## src/design/lqe_pkg.sv

```systemverilog
// ============================================================================
// Link quality estimator package
// Shared widths, constants, state encoding and control types for the link
// quality estimator and its submodules.
// ============================================================================
package lqe_pkg;

    // Neighbor table size; must be a power of two no larger than 256.
    localparam int NEIGHBOR_SLOTS = 256;
    localparam int SLOT_W         = $clog2(NEIGHBOR_SLOTS);

    // Field widths.
    localparam int SINR_W     = 13;
    localparam int CNT_W      = 16;
    localparam int RATIO_W    = 17;
    localparam int QUAL_W     = 7;
    localparam int CFG_IDX_W  = 1;

    // Datapath widths.
    localparam int DIV_W      = 17;
    localparam int PROD_W     = SINR_W + RATIO_W;
    localparam int SCALED_W   = 20;
    localparam int RATIO_FRAC = 16;
    localparam int QBITS_LOW  = 7;

    // Sequencer step counts.
    localparam int STEP_CNT_W = 5;
    localparam int DIV1_STEPS = RATIO_W;
    localparam int DIV2_STEPS = QBITS_LOW + 1;

    // SINR constants in 1/16 dB.
    localparam logic signed [SINR_W-1:0] SINR_FLOOR     = {1'b1, {(SINR_W-1){1'b0}}};
    localparam logic signed [SINR_W:0]   SINR_STEP_3DB  = 14'sd48;
    localparam logic signed [SINR_W-1:0] SINR_MIN_RESET = 13'sd0;
    localparam logic signed [SINR_W-1:0] SINR_MAX_RESET = 13'sd320;

    // Quality ceiling in percent.
    localparam logic [QUAL_W-1:0] QUAL_MAX = 7'd100;

    // Configuration register indexes.
    typedef logic [CFG_IDX_W-1:0] cfg_idx_t;
    localparam cfg_idx_t REG_SINR_MIN = 1'b0;
    localparam cfg_idx_t REG_SINR_MAX = 1'b1;

    // Sequencer states.
    typedef enum logic [2:0] {
        ST_IDLE,
        ST_LOAD,
        ST_DIV1,
        ST_MUL,
        ST_SCALE,
        ST_DIV2,
        ST_FINISH
    } lqe_state_t;

    // Control of the shared compare and subtract unit.
    typedef struct packed {
        logic load;
        logic step;
        logic shift;
        logic bit_in;
    } div_ctrl_t;

endpackage

```

## src/design/lqe_div_unit.sv

```systemverilog
// ============================================================================
// Shared restoring divider step unit
// Holds a partial remainder, divisor and quotient. Each step optionally shifts
// one dividend bit into the remainder, then compares and subtracts once.
// ============================================================================
module lqe_div_unit
    import lqe_pkg::*;
(
    input  logic             aclk,
    input  div_ctrl_t        ctrl,
    input  logic [DIV_W-1:0] load_rem,
    input  logic [DIV_W-1:0] load_div,
    output logic [DIV_W-1:0] quo
);

    logic [DIV_W-1:0] rem_reg, rem_next;
    logic [DIV_W-1:0] div_reg;
    logic [DIV_W-1:0] quo_reg, quo_next;
    logic [DIV_W:0]   shifted;
    logic [DIV_W+1:0] trial;
    logic             ge;

    // One compare and subtract on the optionally shifted remainder.
    always_comb begin
        shifted  = ctrl.shift ? {rem_reg, ctrl.bit_in} : {1'b0, rem_reg};
        trial    = {1'b0, shifted} - {2'b00, div_reg};
        ge       = ~trial[DIV_W+1];
        rem_next = ge ? trial[DIV_W-1:0] : shifted[DIV_W-1:0];
        quo_next = {quo_reg[DIV_W-2:0], ge};
    end

    // Operand load or one iteration per cycle.
    always_ff @(posedge aclk) begin
        if (ctrl.load) begin
            rem_reg <= load_rem;
            div_reg <= load_div;
            quo_reg <= '0;
        end else if (ctrl.step) begin
            rem_reg <= rem_next;
            quo_reg <= quo_next;
        end
    end

    assign quo = quo_reg;

endmodule

```

## config.mk

```make
export PLATFORM = sky130hd
export DESIGN_NAME = lqe_div_unit
export DESIGN_NICKNAME = d
export VERILOG_FILES = /design/src/design/lqe_pkg.sv /design/src/design/lqe_div_unit.sv
export SDC_FILE = /design/constraint.sdc
export NUM_CORES = 1
export LEC_CHECK = 0
export BUFFER_PORTS_ARGS = -buffer_cell sky130_fd_sc_hd__buf_2
export CAP_MARGIN = 10
export CORE_AREA = 4 4 85 107
export CTS_BUF_LIST = sky130_fd_sc_hd__clkbuf_16
export DETAILED_ROUTE_END_ITERATION = 10
export DIE_AREA = 0 0 89 111
export SYNTH_ARGS = -nofsm -noshare
export SYNTH_HDL_FRONTEND = slang
export SYNTH_SLANG_ARGS = --single-unit
```

## constraint.sdc

```tcl
create_clock -name aclk -period 11.4 [get_ports aclk]
set_input_delay 2.28 -clock aclk [delete_from_list [all_inputs] [get_ports aclk]]
set_output_delay 2.28 -clock aclk [all_outputs]
set_load 0.01 [all_outputs]
```

---- Word-level counts from Yosys, hierarchy flattened ----
Cells that the tools add are included.
word-level totals
  bits in registers ....................... 51
  bits in latches ......................... 0
  memory bits (writable) .................. 0
  bits in read-only memories .............. 0
  output and inout port bits .............. 17
  memories kept ........................... 0
cells by class
  add/sub/neg operators ................... 1
  multipliers ............................. 0
  divide/modulo/power cells ............... 0
  magnitude comparators ................... 0
  eq/ne operators ......................... 0
  shift operators ......................... 0
  mux-type cells .......................... 4
  bitwise gates (word level) .............. 1
  reductions and logical operators ........ 1
operators with widths
  operator            number
  $mux W17            3
  $sub A18 B17 Y19    1
  $mux W18            1
  $reduce_bool A2 Y1  1
  $not A1 Y1          1

---- Longest topological paths before layout ----
  word-level depth ........................ 5
  depth in mapped cells ................... 13
  depth with buffers taken out ............ 10

---- Worst setup path before layout ----
No wires, ideal clock.
  path kind ............................... input to register
  start ................................... input port ctrl[1] (netlist name)
  end ..................................... register rem_reg[13], data pin
  library setup time ...................... 261 ps
  arrival ................................. 4947 ps
  data required time ...................... 11139 ps
  slack ................................... 6192 ps
  stages on the path ...................... 13
  path through ............................ clkbuf_1 buf_2 mux2i_1 ha_1 inv_1 fa_1 a211oi_2 o21ai_2 a31oi_4 o221a_4 buf_8 nor2_2 a221o_1
between the ends
  word-level cells in the longest chain between the ends .. 5
ends and longest elaborated chain
  what                  line                RTL
  from (decl)           lqe_div_unit.sv:10  input div_ctrl_t ctrl,
  $mux W18 (*)          lqe_div_unit.sv:25  shifted = ctrl.shift ? {rem_reg, ctrl.bit_in} : {1'b0, rem_reg};
  $sub A18 B17 Y19      lqe_div_unit.sv:26  trial = {1'b0, shifted} - {2'b00, div_reg};
  $mux W17 (*)          lqe_div_unit.sv:28  rem_next = ge ? trial[DIV_W-1:0] : shifted[DIV_W-1:0];
  $mux W17 (*)          lqe_div_unit.sv:38  end else if (ctrl.step) begin
  $mux W17 (*)          lqe_div_unit.sv:34  if (ctrl.load) begin
  to (signal assigned)  lqe_div_unit.sv:35  rem_reg <= load_rem;
  to (signal assigned)  lqe_div_unit.sv:39  rem_reg <= rem_next;
  to (decl)             lqe_div_unit.sv:16  logic [DIV_W-1:0] rem_reg, rem_next;
Mark *: on every way between the ends. The rest lies on a longest branch, timed or not. The select of a mux whose other input is x is not followed.
A chain may end at the register's enable or synchronous reset.

---- Worst setup path in the final report ----
  start ................................... input port ctrl[1] (netlist name)
  end ..................................... register rem_reg[12], data pin
Same word-level chain as after synthesis.

==> metrics.md <==
| Metric | Value |
|---|---|
| Count of clock tree sinks | between 50 and 60 |
| Final Setup Violations | 0 |
| Clock slew at reported path FFs | 0.07 ns |
| Count of endpoints failing hold in the final timing report | 0 |
| CP endpoint kind | flip-flop |
| Number of distinct library cells after synthesis | 54 |
| Tightest Hold Check Type | flip-flop to flip-flop |
| Detailed-route via count | 2404 |
| Reg2reg start | rem_reg[11] |
| Max-Slew Margin vs Limit | 0.497 |
| Net switching fraction of the power | 0.368 |
| Count of filler cells inserted in the layout | 766 |
| Share of async-settable or async-resettable flops after synthesis | 0 |
| Post-synth top cells | 34 x sky130_fd_sc_hd__edfxtp_1, 31 x sky130_fd_sc_hd__nand2_1, 27 x sky130_fd_sc_hd__nor2_1, 20 x sky130_fd_sc_hd__inv_1, 19 x sky130_fd_sc_hd__mux2i_1 |
| Number of cells upsized or downsized after cts | 0 |
| H-tree level count | 2 |
| Peak supply drop | 0.122 mV |
| Crit Path Category | primary input to flip-flop |
| Power per cell area | 220 mW/mm^2 |
| Average detailed-routed wire length per instance | 16.2 um |
| Buffers inserted by post-CTS timing repair | 0 |
| Share of power burned in registers | 0.311 |
| Source of the critical timing path | ctrl[1] |
| Period utilization | 0.437 |
| NetSw | 0.000296 W |
| Max Cap Viol | 0 |
| Worst Slack Setup Final | 6.42 ns |
| First-pass GRT wire length | about 12 mm |
| DRC violations left | 0 |
| Sequential element share of the synthesized area | 0.433 |
| Share of post-route cells with drive strength above 1 | 0.270 |
| Overflow left after global routing | 0 |
| Fin Setup TNS | 0 ns |
| Share of power burned in the clock network | 0.230 |
| Total Wirelength | around 7.3 mm |
| Worst endpoint required time | 11.45 ns |
| Warnings, synthesis | 0 |
| Count of flip-flops with a built-in enable after synthesis | 34 |
| Total power after layout | 0.000807 W |
| Vertical extent of the die | 111 um |
| Internal power | 0.000510 W |
| GRT met3 Usage | 0.0372 |
| Met1 demand-to-capacity share in global routing | 0.185 |
| Result of the run | finished clean |
| Biggest area contributors in the synthesized netlist | sky130_fd_sc_hd__edfxtp_1 32%, sky130_fd_sc_hd__dfxtp_1 11%, sky130_fd_sc_hd__ha_1 6.8% |
| Global routing usage summed across all routing layers | 0.153 |
| Clock tree from TritonCTS | yes |
| Number of I/O pins | 56 |
| Maximum frequency from static timing analysis | 201 MHz |
| Startpoint types | primary input |
| Number of global-route vias before repair | around 2500 |
| Leakage | 1.61 nW |
| Critical-path maximum fanout | 18 |
| Post-synthesis net count | 361 |
| Post-synthesis instance area | 0.00314 sq mm |
| Area Growth Syn to Fin | 16.4% |
| Origin of the worst min-delay path | quo[16] |
| Antenna diode instance count | 0 |
| Commonest register cell after synthesis | sky130_fd_sc_hd__edfxtp_1 |
| Core Box Area | a little over 0.008 sq mm |
| Portion of total power attributed to combinational logic | 0.459 |
| Detailed Route Iter0 Violations | 107 |
| Number of clock buffers inserted by TritonCTS | 5 |
| Pin count of the biggest net entering global routing | 59 |
| Met2 demand-to-capacity share in global routing | 0.255 |
| Maximum clock insertion buffer count | 2 |
| Busiest grt layer | met2 |
| RSZ-0062 raised after global routing | false |
| # hold bufs at CTS | 0 |
| RePlAce Congestion | 0.902 |
| Clock tree root buffer cell | sky130_fd_sc_hd__clkbuf_16 |
| Average size of a mapped cell | 10.3 sq um |
| Tmin final | ~5 ns |
| First-pass iteration count of the detailed router | 4 |
| Critical Path AT | around 5.0 ns |
| HPWL after detailed placement | 5.38 mm |
| Seq cells post-synth | 51 |
| Post-DR vias/cell | between 5 and 6 |
| Cell accounting for the most synthesized area | sky130_fd_sc_hd__edfxtp_1 |
| Number of rows created at floorplan | 37 |
| Clock latency at the later pin of the worst-skew pair | roughly 0.29 ns |
| Worst setup timing slack at the placement stage | 6.13 ns |
| Post-Synthesis Cells | 304 |
| Post-synth top area share | 0.325 |
| Slew of the pin with the lowest slew margin | approximately 0.75 ns |
| Total count of max-transition violations in the final report | 0 |
| Count leader, synth | sky130_fd_sc_hd__edfxtp_1 |
| Initial Util | 0.388 |
| Antenna violations before repair | 0 |
| Largest clock skew in the final design | 0.00802 ns |
| IO buf count | 55 |
| Number of nets in the layout | 411 |
| Die Outline Area | 0.00988 sq mm |
| Remaining antenna violation count | 0 |
| Die Width | between 80 and 90 um |
per-stage QoR:
step | utilization | hold slack [ns] | cell area (sq um) | instances
3_5_place_dp | 0.429 | 0.480 | 3470 | 444
5_1_grt | 0.452 | 0.536 | 3660 | 452
2_1_floorplan | - | 0.516 | 3140 | 304
3_3_place_gp | 0.429 | 0.473 | 3470 | 444
4_1_cts | 0.452 | 0.498 | 3660 | 452
6_report | 0.452 | 0.502 | 3660 | 452
kinds of logic (layout without fill, tap and decap cells):
group	count (synthesis)	in the layout	synth area share
compound gates	67	67	0.164
xor+xnor	14	14	0.0390
simple gates	85	85	0.122
flops	51	51	0.433
buf+inv	33	84	0.0474
fa+ha+maj	18	18	0.0740
mux	36	36	0.121
layout by cell type (no fill, tap or decap), drive strengths merged, types with 2 or more instances in the layout:
| cell type | instances |
|---|---|
| inv | 21 |
| mux2i | 19 |
| xor2 | 5 |
| nand2 | 31 |
| or2 | 2 |
| a21o | 4 |
| ha | 17 |
| a221o | 3 |
| a31oi | 5 |
| xnor2 | 9 |
| and3 | 7 |
| o21ai | 16 |
| buf | 56 |
| mux2 | 17 |
| o221ai | 2 |
| nand2b | 2 |
| clkbuf | 6 |
| a21oi | 14 |
| a31o | 3 |
| o211ai | 7 |
| dfxtp | 17 |
| nand3 | 6 |
| edfxtp | 34 |
| a21boi | 2 |
| and2 | 2 |
| or3 | 2 |
| nor2 | 28 |
| a211oi | 5 |
path summary, 6_finish.rpt:
kind	end	slack, ns	cells after the start
worst max-delay path	rem_reg[12]	6.42	8
worst min-delay path	quo[16]	0.50	2
worst max register to register	rem_reg[12]	8.46	7
worst min register to register	quo[16]	0.50	2
worst max-delay path: stages:
cell and delay [ns]:
sky130_fd_sc_hd__buf_2 0.37, sky130_fd_sc_hd__mux2_2 0.41, sky130_fd_sc_hd__ha_1 0.45, sky130_fd_sc_hd__nand4_1 0.18, sky130_fd_sc_hd__or2_2 0.33, sky130_fd_sc_hd__o221ai_2 0.59, sky130_fd_sc_hd__o21ai_0 0.19, sky130_fd_sc_hd__a31o_2 0.24
power by group through the flow:
stage | clock network [W] | logic [W] | registers, W
5_1_grt | 0.000198 | 0.000413 | 0.000253
6_report | 0.000185 | 0.000370 | 0.000251
3_3_place_gp | 0 | 0.000363 | 0.000255
3_5_place_dp | 0 | 0.000367 | 0.000255
2_1_floorplan | 0 | 0.000302 | 0.000247
4_1_cts | 0.000190 | 0.000369 | 0.000251
per-layer routing:
| layer | wire length [um] | vias up |
|---|---|---|
| met4 | 236 | 0 |
| li1 | - | 1200 |
| met1 | 3010 | 1122 |
| met5 | 0 | - |
| met3 | 419 | 20 |
| met2 | 3640 | 62 |
area by class of cell:
cell class / instances / area (sq um) / share of cell area
sequential: 51 / 1360 / 0.372
clock inverter: 2 / 36.3 / 0.00991
clock buffer: 6 / 150 / 0.0410
timing repair buffer: 56 / 283 / 0.0772
multi-input combinational: 220 / 1630 / 0.446
inverter: 20 / 75.1 / 0.0205
tap: 97 / 121 / 0.0332
No activity file was read; power rests on OpenSTA's default activity.
